**src/rtl/lebc_pkg.sv**
```systemverilog
`default_nettype none
// ----------------------------------------------------------------------------
// lebc_pkg
// Shared types and constants for the line edit buffer with cursor.
// ----------------------------------------------------------------------------
package lebc_pkg;

  // Default line capacity in characters
  localparam int CAPACITY_DEF = 63;

  // Printable character range accepted by type
  localparam logic [7:0] PRINT_LOW  = 8'h20;
  localparam logic [7:0] PRINT_HIGH = 8'h7E;

  // Command codes; code 7 is unused and leaves the line unchanged
  typedef enum logic [2:0] {
    CMD_HOME  = 3'd0,
    CMD_END   = 3'd1,
    CMD_LEFT  = 3'd2,
    CMD_RIGHT = 3'd3,
    CMD_TYPE  = 3'd4,
    CMD_ERASE = 3'd5,
    CMD_PRINT = 3'd6
  } cmd_t;

  // Sequencer states
  typedef enum logic [2:0] {
    ST_IDLE,
    ST_INS_SHIFT,
    ST_INS_KEY,
    ST_DEL_SHIFT,
    ST_PR_STEP,
    ST_PR_DATA
  } state_t;

endpackage
`default_nettype wire

```
**src/rtl/line_edit_buffer_with_cursor_top.sv**
```systemverilog
`default_nettype none
// ----------------------------------------------------------------------------
// line_edit_buffer_with_cursor_top
// Bounded text line in a 1R1W synchronous memory with a cursor; a sequencer
// shifts entries for insert and erase and walks the memory for print.
// ----------------------------------------------------------------------------
// A non-print result is registered in the cycle after its beat.
// Throughput: one beat at a time; in_stall holds while the sequencer works or a result is stalled.
// Insert inside the line: each moved character is read and written one place up, then the key;
// erase inside the line: each moved character is read and written one place down (single memory port).
// Print: each character is read, then sent, and the cursor mark is its own beat; out_stall holds the walk.
// Reset clears length, cursor and sequencer; the text memory is not cleared.
module line_edit_buffer_with_cursor_top #(
  parameter int CAPACITY = lebc_pkg::CAPACITY_DEF
) (
  input  wire logic       clk,
  input  wire logic       rst_n,
  // input channel
  input  wire logic       in_valid,
  output logic            in_stall,
  input  wire logic [2:0] in_cmd,
  input  wire logic [7:0] in_key_byte,
  input  wire logic [7:0] in_separator_byte,
  // result channel
  output logic            out_valid,
  input  wire logic       out_stall,
  output logic            out_accepted,
  output logic [7:0]      out_out_byte,
  output logic            out_byte_valid,
  output logic            out_last
);

  // length/cursor width holds 0..CAPACITY, address width indexes the store
  localparam int LW = $clog2(CAPACITY + 1);
  localparam int AW = (CAPACITY > 1) ? $clog2(CAPACITY) : 1;
  localparam logic [LW-1:0] CAP_L = LW'(CAPACITY);
  localparam logic [LW-1:0] ONE_L = LW'(1);

  // text memory and its ports
  logic [6:0]    mem [CAPACITY];
  logic          mem_we;
  logic [AW-1:0] mem_wa;
  logic [6:0]    mem_wd;
  logic          mem_re;
  logic [AW-1:0] mem_ra;
  logic [6:0]    rd_data_r;

  // control and working registers
  lebc_pkg::state_t state_r, state_nxt;
  logic [LW-1:0] len_r, len_nxt;
  logic [LW-1:0] cur_r, cur_nxt;
  logic [LW-1:0] ptr_r, ptr_nxt;
  logic [6:0]    key_r, key_nxt;
  logic [7:0]    sep_r, sep_nxt;
  logic          sep_done_r, sep_done_nxt;

  // output register
  logic          out_valid_r, out_valid_nxt;
  logic          acc_r, acc_nxt;
  logic [7:0]    obyte_r, obyte_nxt;
  logic          bvalid_r, bvalid_nxt;
  logic          last_r, last_nxt;

  logic          accept_in;
  logic          slot_free;
  logic          key_ok;
  logic [LW-1:0] ptr_inc;
  logic [LW-1:0] ptr_dec;
  logic          mark_at_end;

  assign in_stall  = (state_r != lebc_pkg::ST_IDLE) || (out_valid_r && out_stall);
  assign accept_in = in_valid && !in_stall;
  assign slot_free = !out_valid_r || !out_stall;
  assign key_ok    = (in_key_byte >= lebc_pkg::PRINT_LOW) &&
                     (in_key_byte <= lebc_pkg::PRINT_HIGH);
  assign ptr_inc   = ptr_r + ONE_L;
  assign ptr_dec   = ptr_r - ONE_L;
  // mark falls after the last character
  assign mark_at_end = (cur_r == len_r) && (sep_r != 8'd0);

  // memory: one write and one registered read per cycle
  always_ff @(posedge clk) begin
    if (mem_we) begin
      mem[mem_wa] <= mem_wd;
    end
    if (mem_re) begin
      rd_data_r <= mem[mem_ra];
    end
  end

  // sequencer registers
  always_ff @(posedge clk) begin
    if (!rst_n) begin
      state_r     <= lebc_pkg::ST_IDLE;
      len_r       <= '0;
      cur_r       <= '0;
      out_valid_r <= 1'b0;
      sep_done_r  <= 1'b0;
    end else begin
      state_r     <= state_nxt;
      len_r       <= len_nxt;
      cur_r       <= cur_nxt;
      out_valid_r <= out_valid_nxt;
      sep_done_r  <= sep_done_nxt;
    end
  end

  // payload registers
  always_ff @(posedge clk) begin
    ptr_r    <= ptr_nxt;
    key_r    <= key_nxt;
    sep_r    <= sep_nxt;
    acc_r    <= acc_nxt;
    obyte_r  <= obyte_nxt;
    bvalid_r <= bvalid_nxt;
    last_r   <= last_nxt;
  end

  // next state, memory control and result loading
  always_comb begin
    state_nxt     = state_r;
    len_nxt       = len_r;
    cur_nxt       = cur_r;
    ptr_nxt       = ptr_r;
    key_nxt       = key_r;
    sep_nxt       = sep_r;
    sep_done_nxt  = sep_done_r;
    out_valid_nxt = out_valid_r && out_stall;
    acc_nxt       = acc_r;
    obyte_nxt     = obyte_r;
    bvalid_nxt    = bvalid_r;
    last_nxt      = last_r;
    mem_we        = 1'b0;
    mem_wa        = AW'(cur_r);
    mem_wd        = key_r;
    mem_re        = 1'b0;
    mem_ra        = AW'(ptr_r);

    unique case (state_r)
      lebc_pkg::ST_IDLE: begin
        if (accept_in) begin
          // default single status beat
          out_valid_nxt = 1'b1;
          acc_nxt       = 1'b1;
          obyte_nxt     = 8'd0;
          bvalid_nxt    = 1'b0;
          last_nxt      = 1'b1;
          key_nxt       = in_key_byte[6:0];
          sep_nxt       = in_separator_byte;
          sep_done_nxt  = 1'b0;
          ptr_nxt       = '0;
          unique case (in_cmd)
            lebc_pkg::CMD_HOME: begin
              cur_nxt = '0;
            end
            lebc_pkg::CMD_END: begin
              cur_nxt = len_r;
            end
            lebc_pkg::CMD_LEFT: begin
              if (cur_r != '0) begin
                cur_nxt = cur_r - ONE_L;
              end
            end
            lebc_pkg::CMD_RIGHT: begin
              if (cur_r != len_r) begin
                cur_nxt = cur_r + ONE_L;
              end
            end
            lebc_pkg::CMD_TYPE: begin
              if (!key_ok || (len_r >= CAP_L)) begin
                acc_nxt = 1'b0;
              end else if (cur_r == len_r) begin
                // append: no shift needed
                mem_we  = 1'b1;
                mem_wa  = AW'(cur_r);
                mem_wd  = in_key_byte[6:0];
                len_nxt = len_r + ONE_L;
                cur_nxt = cur_r + ONE_L;
              end else begin
                // shift up from the top entry down to the cursor
                mem_re    = 1'b1;
                mem_ra    = AW'(len_r - ONE_L);
                ptr_nxt   = len_r - ONE_L;
                state_nxt = lebc_pkg::ST_INS_SHIFT;
              end
            end
            lebc_pkg::CMD_ERASE: begin
              if (cur_r == '0) begin
                acc_nxt = 1'b0;
              end else if (cur_r == len_r) begin
                len_nxt = len_r - ONE_L;
                cur_nxt = cur_r - ONE_L;
              end else begin
                // shift down from the cursor to the top entry
                mem_re    = 1'b1;
                mem_ra    = AW'(cur_r);
                ptr_nxt   = cur_r;
                state_nxt = lebc_pkg::ST_DEL_SHIFT;
              end
            end
            lebc_pkg::CMD_PRINT: begin
              if ((len_r != '0) || (in_separator_byte != 8'd0)) begin
                // real output comes from the walk
                out_valid_nxt = 1'b0;
                state_nxt     = lebc_pkg::ST_PR_STEP;
              end
            end
            default: begin
            end
          endcase
        end
      end

      lebc_pkg::ST_INS_SHIFT: begin
        mem_we = 1'b1;
        mem_wa = AW'(ptr_inc);
        mem_wd = rd_data_r;
        if (ptr_r == cur_r) begin
          state_nxt = lebc_pkg::ST_INS_KEY;
        end else begin
          mem_re  = 1'b1;
          mem_ra  = AW'(ptr_dec);
          ptr_nxt = ptr_dec;
        end
      end

      lebc_pkg::ST_INS_KEY: begin
        mem_we    = 1'b1;
        mem_wa    = AW'(cur_r);
        mem_wd    = key_r;
        len_nxt   = len_r + ONE_L;
        cur_nxt   = cur_r + ONE_L;
        state_nxt = lebc_pkg::ST_IDLE;
      end

      lebc_pkg::ST_DEL_SHIFT: begin
        mem_we = 1'b1;
        mem_wa = AW'(ptr_dec);
        mem_wd = rd_data_r;
        if (ptr_inc == len_r) begin
          len_nxt   = len_r - ONE_L;
          cur_nxt   = cur_r - ONE_L;
          state_nxt = lebc_pkg::ST_IDLE;
        end else begin
          mem_re  = 1'b1;
          mem_ra  = AW'(ptr_inc);
          ptr_nxt = ptr_inc;
        end
      end

      lebc_pkg::ST_PR_STEP: begin
        if ((ptr_r == cur_r) && (sep_r != 8'd0) && !sep_done_r) begin
          // cursor mark beat
          if (slot_free) begin
            out_valid_nxt = 1'b1;
            acc_nxt       = 1'b1;
            obyte_nxt     = sep_r;
            bvalid_nxt    = 1'b1;
            last_nxt      = (cur_r == len_r);
            sep_done_nxt  = 1'b1;
            if (cur_r == len_r) begin
              state_nxt = lebc_pkg::ST_IDLE;
            end
          end
        end else if (ptr_r != len_r) begin
          mem_re    = 1'b1;
          mem_ra    = AW'(ptr_r);
          state_nxt = lebc_pkg::ST_PR_DATA;
        end else begin
          state_nxt = lebc_pkg::ST_IDLE;
        end
      end

      lebc_pkg::ST_PR_DATA: begin
        // character beat from the held read data
        if (slot_free) begin
          out_valid_nxt = 1'b1;
          acc_nxt       = 1'b1;
          obyte_nxt     = {1'b0, rd_data_r};
          bvalid_nxt    = 1'b1;
          last_nxt      = (ptr_inc == len_r) && !mark_at_end;
          ptr_nxt       = ptr_inc;
          if ((ptr_inc == len_r) && !mark_at_end) begin
            state_nxt = lebc_pkg::ST_IDLE;
          end else begin
            state_nxt = lebc_pkg::ST_PR_STEP;
          end
        end
      end

      default: begin
        state_nxt = lebc_pkg::ST_IDLE;
      end
    endcase
  end

  assign out_valid      = out_valid_r;
  assign out_accepted   = acc_r;
  assign out_out_byte   = obyte_r;
  assign out_byte_valid = bvalid_r;
  assign out_last       = last_r;

endmodule
`default_nettype wire
```
**config.mk**
```make
export PLATFORM = sky130hd
export DESIGN_NAME = line_edit_buffer_with_cursor_top
export DESIGN_NICKNAME = d
export VERILOG_FILES = /design/src/rtl/lebc_pkg.sv /design/src/rtl/line_edit_buffer_with_cursor_top.sv
export SDC_FILE = /design/constraint.sdc
export NUM_CORES = 1
export LEC_CHECK = 0
export ABC_AREA = 0
export BUFFER_PORTS_ARGS = -buffer_cell sky130_fd_sc_hd__buf_2
export CAP_MARGIN = 40
export CORE_AREA = 2 2 301 303
export CTS_CLUSTER_DIAMETER = 100
export DETAILED_ROUTE_END_ITERATION = 10
export DIE_AREA = 0 0 303 305
export GPL_TIMING_DRIVEN = 0
export SETUP_SLACK_MARGIN = 0.5
export SYNTH_ARGS = -nofsm -noshare
export SYNTH_HDL_FRONTEND = slang
export SYNTH_SLANG_ARGS = --single-unit
export TNS_END_PERCENT = 20
```
**constraint.sdc**
```tcl
create_clock -name clk -period 6.1 [get_ports clk]
set_input_delay 0 -clock clk [delete_from_list [all_inputs] [get_ports clk]]
set_output_delay 0 -clock clk [all_outputs]
set_load 0.05 [all_outputs]
```
# Yosys cells after proc, flatten, opt, wreduce, memory -nomap -nowiden
# Memories as Yosys holds them, arrays and structs flattened. A register that Yosys moved wholly into a read port is not among the register bits.
# Index checks and enable logic that the tools add are counted.
dict set report classes {
  addsub 6
  n_lt_le_gt_ge 3
  eq_ne 36
  muxes 104
  n_reduce_logical 39
}
# op n
set ops {}
lappend ops {{$mux 6} 27}
lappend ops {{$pmux 6 s3} 3}
lappend ops {{$pmux 6 s2} 4}
lappend ops {{$mux 3} 14}
lappend ops {{$pmux 6 s6} 1}
lappend ops {{$mux 1} 33}
lappend ops {{$ne 3x3->1 const B} 11}
lappend ops {{$mux 8} 4}
lappend ops {{$mux 7} 4}
lappend ops {{$pmux 6 s4} 1}
lappend ops {{$pmux 8 s3} 1}
lappend ops {{$add 6x1->6 const B} 3}
lappend ops {{$eq 6x6->1} 3}
lappend ops {{$sub 6x1->6 const B} 3}
lappend ops {{$reduce_bool 8->1} 2}
lappend ops {{$eq 3x3->1 const B} 5}
lappend ops {{$pmux 3 s5} 1}
lappend ops {{$pmux 7 s2} 1}
lappend ops {{$eq 3x2->1 const B} 4}
lappend ops {{$ne 2x2->1 const B} 6}
lappend ops {{$ne 6x6->1} 2}
lappend ops {{$pmux 1 s3} 4}
lappend ops {{$reduce_and 12->1} 1}
lappend ops {{$reduce_bool 6->1} 2}
lappend ops {{26 further kinds} 48}
dict set report totals {
  reg_bits 49
  ramBits 441
  inputBits 23
  wordCells 201
  memories 1
}
# name words width read_ports rd_clocked_by_memory_dff wr line_no
set memory_table {}
lappend memory_table {mem 63 7 1 1 1 line_edit_buffer_with_cursor_top.sv:40} ;# logic [6:0] mem [CAPACITY];

# Longest topological paths before layout
dict set report logic_depth {
  depth_word 10
  mapped_depth 17
}

# Worst setup path after synthesis
# OpenSTA, ideal clock, no wires.
dict set report synth_path {
  path_type {reg-to-reg}
  from {reg ptr_r[0]}
  to {reg rd_data_r[1], read port of mem, data pin}
  t_arrival_ns 3.600
  setup_slack_ns 2.239
  path_stages_with_launch 16
  n_path_buf 3
  synth_period_minus_slack_ns 3.861
  path_cell_list {edfxtp_1 buf_2 inv_1 ha_1 xor2_1 a211o_1 a211oi_4 a211oi_1 or3_4 a31oi_4 buf_6 buf_4 mux2i_1 a211oi_1 o31a_1 a311o_1}
}
dict set report synth_between {
  elab_chain_cells 5
  word_cells_on_any_way 21
  cone_classes {add/sub (2); eq/ne (3); mux (14); reduce/logical (2)}
}
# element line_no
set synth_rtl {}
lappend synth_rtl {{start: declaration} line_edit_buffer_with_cursor_top.sv:52} ;# logic [LW-1:0] ptr_r, ptr_nxt;
lappend synth_rtl {{start signal: assignment} line_edit_buffer_with_cursor_top.sv:110} ;# ptr_r <= ptr_nxt;
lappend synth_rtl {{branches (longest 5 deep; another with $add 6x1->6)} --}
lappend synth_rtl {{end: declaration} line_edit_buffer_with_cursor_top.sv:46} ;# logic [6:0] rd_data_r;
# Several ways; the timed one is not identified.
# A chain may end at the register's enable or synchronous reset.

# Worst setup path in the final report
# Same ends and word-level chain as after synthesis.

==> impl_metrics.yaml <==
yosys:
  yosysMostFrequentCell: "edfxtp_1"
  syn-cell-area_sq_um: 22130
  synth_top_area_cell: "edfxtp_1"
  async_reset_ff_share_pct: 0
  ys_ff_latch: 497
  yosysSeqAreaShare_pct: 66.66
  synth_warnings: 0
  netlist_top_cells_area: "edfxtp_1 65%, nand2_1 5.4%, mux2i_1 3.9%"
  synth_common_cells: "480 x edfxtp_1, 318 x nand2_1, 133 x nor2_1"
  synthFlopType: "edfxtp_1"
  synthDistinctLibCells: 79
  synth_fp_nets: 1784
  synth_cells: 1754
  yosysTopAreaCellShare_pct: 65.12
  syn-mean-instance-area_sq_um: 12.62
  synth-edff-count: 480
detailed_routing:
  ant_nets: 0
  via_per_inst: 4.971
  drtPass1Iterations: 10
  wl_met1_um: 27680
  wirelength_um: 65230
  route.detailed.drc: 9
  wl_met2_um: 30730
  top_layer: "met4"
  drtIter0Drc: 2028
  wl_per_cell_um: 21.13
  dr_total_vias: 15350
  wl_met3_um: 4813
sta:
  maxSlewHeadroom_pct: 35.25
  worst_pin_slew_ns: 0.9713
  finalCritPeriodShare_pct: 88.99
  fin_tns_setup_ns: 0
  period_minus_slack_ns: 5.428
  rsz0062_at_grt: "no"
  setup_violations: 0
  hold_viol: 0
  skew_ns: 0.02656
  drv_slew: 0
  fmax_ghz: 0.1842
  fin_ws_ns: 0.6716
placement:
  dp_hpwl_um: 45120
  dpl_cell_area_sq_um: 23950
  pre_cts_ws_ns: 0.6905
  gp_congestion: 0.9740
  io_buffers: 35
grt:
  grt_overflow: 0
  antenna_found_initial: 0
  grt_start_max_net_pins: 64
  grt_pass1_wl_um: 95650
  grt_usage_pct: 13.72
  grt_pass1_vias: 14820
hold_path:
  hold_class: "in -> reg"
  hold_depth: 4
  hold_start: "in_cmd[2]"
  worst_hold_path.endpoint: "out_accepted$_DFFE_PP_"
floorplan:
  start_util_pct: 24.78
  fp-row-count: 110
  fp.dieW_um: 303
  core-area_sq_um: 89320
  die_h_um: 305
  io_pins: 36
  die_area_sq_um: 92420
cts:
  tritoncts: "done"
  cts_buffers: 50
  h-tree-depth: 2
  clockRootBuffer: "clkbuf_16"
  clock_path_buffers: 3
  clock_latency_ns: 0.61
  cts_setup_buffers: 0
  cts_num_sinks: 497
  clk_pin_slew_ns: 0.06
setup_path:
  rr_startpoint: "ptr_r[0]$_DFFE_PP_"
  setup.worst_path.end_class: "register"
  start_kind: "register"
  critPathTopFamily: "buffers and inverters"
  ff2ff_setup_slack_ns: 0.67
  crit_arrival_ns: 5.87
  worstReg2RegEnd: "rd_data_r[1]$_DFFE_PP_"
  max_stage_delay_ns: 0.74
  crit_buf_inv: 5
  critPathSlowestCell: "nor4_1"
  r2r_cells: 17
  cp_cell_sequence: "buf_2 -> inv_1 -> ha_1 -> xor2_1 -> a211o_1 -> a211oi_4 -> and4_1 -> o21ai_0 -> buf_2 -> nand2_1 -> buf_2 -> clkbuf_1 -> nand2_1 -> a32oi_1 -> a31oi_1 -> nor4_1 -> a311o_1"
  path_common_cell: "buf_2"
  required_ns: 6.54
  path_class: "reg -> reg"
  critical_path.max_fanout: 10
finish:
  drive_gt1_share_pct: 11.83
  diodes: 0
  final_cell_area_sq_um: 25770
  fin_nets: 1902
  syn2layout_area_growth_pct: 16.44
outcome:
  violations: "DRC"
  status: "finished with violations"
pwr:
  power_density_nw_per_um2: 299.5
  peakVddDrop_mv: 0.1985
  p_leak_uw: 0.008470
run:
  cap_violations: 0
how the worst max path moves through the flow:
stage	from	endpoint	slack, ns	depth (start not counted)
2_1_floorplan	ptr_r[0]$_DFFE_PP_	rd_data_r[1]$_DFFE_PP_	2.24	15
3_3_place_gp	ptr_r[0]$_DFFE_PP_	rd_data_r[3]$_DFFE_PP_	0.62	16
3_5_place_dp	ptr_r[0]$_DFFE_PP_	rd_data_r[3]$_DFFE_PP_	0.69	16
4_1_cts	ptr_r[0]$_DFFE_PP_	rd_data_r[3]$_DFFE_PP_	0.66	16
5_1_grt	ptr_r[0]$_DFFE_PP_	rd_data_r[2]$_DFFE_PP_	0.59	17
6_report	ptr_r[0]$_DFFE_PP_	rd_data_r[1]$_DFFE_PP_	0.67	17
power breakdown:
| part | internal (uW) | switching [uW] |
|---|---|---|
| clock network | 1680 | 1350 |
| registers | 3790 | 8.42 |
| logic | 270 | 629 |
routing by layer:
layer | track usage, % | up-vias
met4 | 4.491 | 0
met3 | 2.438 | 122
met2 | 22.36 | 717
met5 | 0 | -
li1 | - | 6814
met1 | 18.35 | 7693
cell usage in the layout (no fill, tap or decap), types with 17 or more instances in the layout:
| master | Yosys | routed |
|---|---|---|
| buf_2 | 35 | 72 |
| nor2_1 | 133 | 133 |
| xnor2_1 | 23 | 23 |
| a211oi_1 | 32 | 32 |
| mux2i_1 | 86 | 86 |
| buf_4 | 18 | 22 |
| dfxtp_1 | 17 | 17 |
| dlygate4sd3_1 | 0 | 20 |
| clkbuf_16 | 0 | 51 |
| and2_1 | 17 | 17 |
| inv_1 | 17 | 17 |
| mux2_2 | 20 | 20 |
| edfxtp_1 | 480 | 480 |
| nand2_1 | 318 | 311 |
| o21ai_0 | 67 | 67 |
| a32oi_1 | 28 | 28 |
| a21oi_1 | 38 | 38 |
| nand3_1 | 74 | 74 |
| nor2b_1 | 27 | 27 |
| clkbuf_1 | 43 | 48 |
| a31oi_1 | 22 | 22 |
what timing repair did:
action / 4_1_cts / 5_1_grt
endpoints found under the hold margin: 31 / 0
setup endpoints to repair: 0 / 1
gates resized for setup: 0 / 1
hold buffers: 20 / 0
kinds of logic (layout without fill, tap and decap cells):
kind of cell	count (synthesis)	in the layout	synth area share [%]
fa+ha+maj	7	7	0.3957
buf+inv	128	285	2.809
mux	106	106	4.906
flops	497	497	66.66
simple gates	668	668	13.56
xor+xnor	42	42	1.764
compound gates	306	306	9.915
registers in the layout, indices dropped and copies added, names as in the netlist:
| register | cells |
|---|---|
| cur_r | 6 |
| key_r | 7 |
| len_r | 6 |
| mem | 441 |
| out_accepted | 1 |
| out_byte_valid | 1 |
| out_last | 1 |
| out_out_byte | 8 |
| out_valid | 1 |
| ptr_r | 6 |
| rd_data_r | 7 |
| sep_done_r | 1 |
| sep_r | 8 |
| state_r | 3 |
area by class of cell:
type | count | area [sq um]
Clock buffer | 56 | 1295
Tap cell | 1176 | 1471
Fill cell | 9006 | 63550
Clock inverter | 35 | 320.3
Buffer | 108 | 546.8
Inverter | 20 | 75.07
Timing Repair Buffer | 66 | 514.2
Sequential cell | 497 | 14750
Multi-Input combinational cell | 1129 | 6798
through the flow:
stage	hold slack, ns	util (%)	cells	power [uW]
3_3_place_gp	0.1962	26.62	2965	4723
6_report	0.1215	28.86	3087	7719
2_1_floorplan	0.09887	-	1754	4411
3_5_place_dp	0.1954	26.81	2975	4743
5_1_grt	0.1247	28.86	3087	7970
4_1_cts	0.08356	28.84	3086	7753
worst register-to-register path: stages, from the launching register on:
cell and delay (ns):
edfxtp_1 0.40, buf_2 0.28, inv_1 0.16, ha_1 0.40
xor2_1 0.18, a211o_1 0.29, a211oi_4 0.30, and4_1 0.26
o21ai_0 0.10, buf_2 0.22, nand2_1 0.19, buf_2 0.30
clkbuf_1 0.60, nand2_1 0.12, a32oi_1 0.24, a31oi_1 0.21
nor4_1 0.74, a311o_1 0.29
Note: power is estimated with default switching activity, not from simulation.
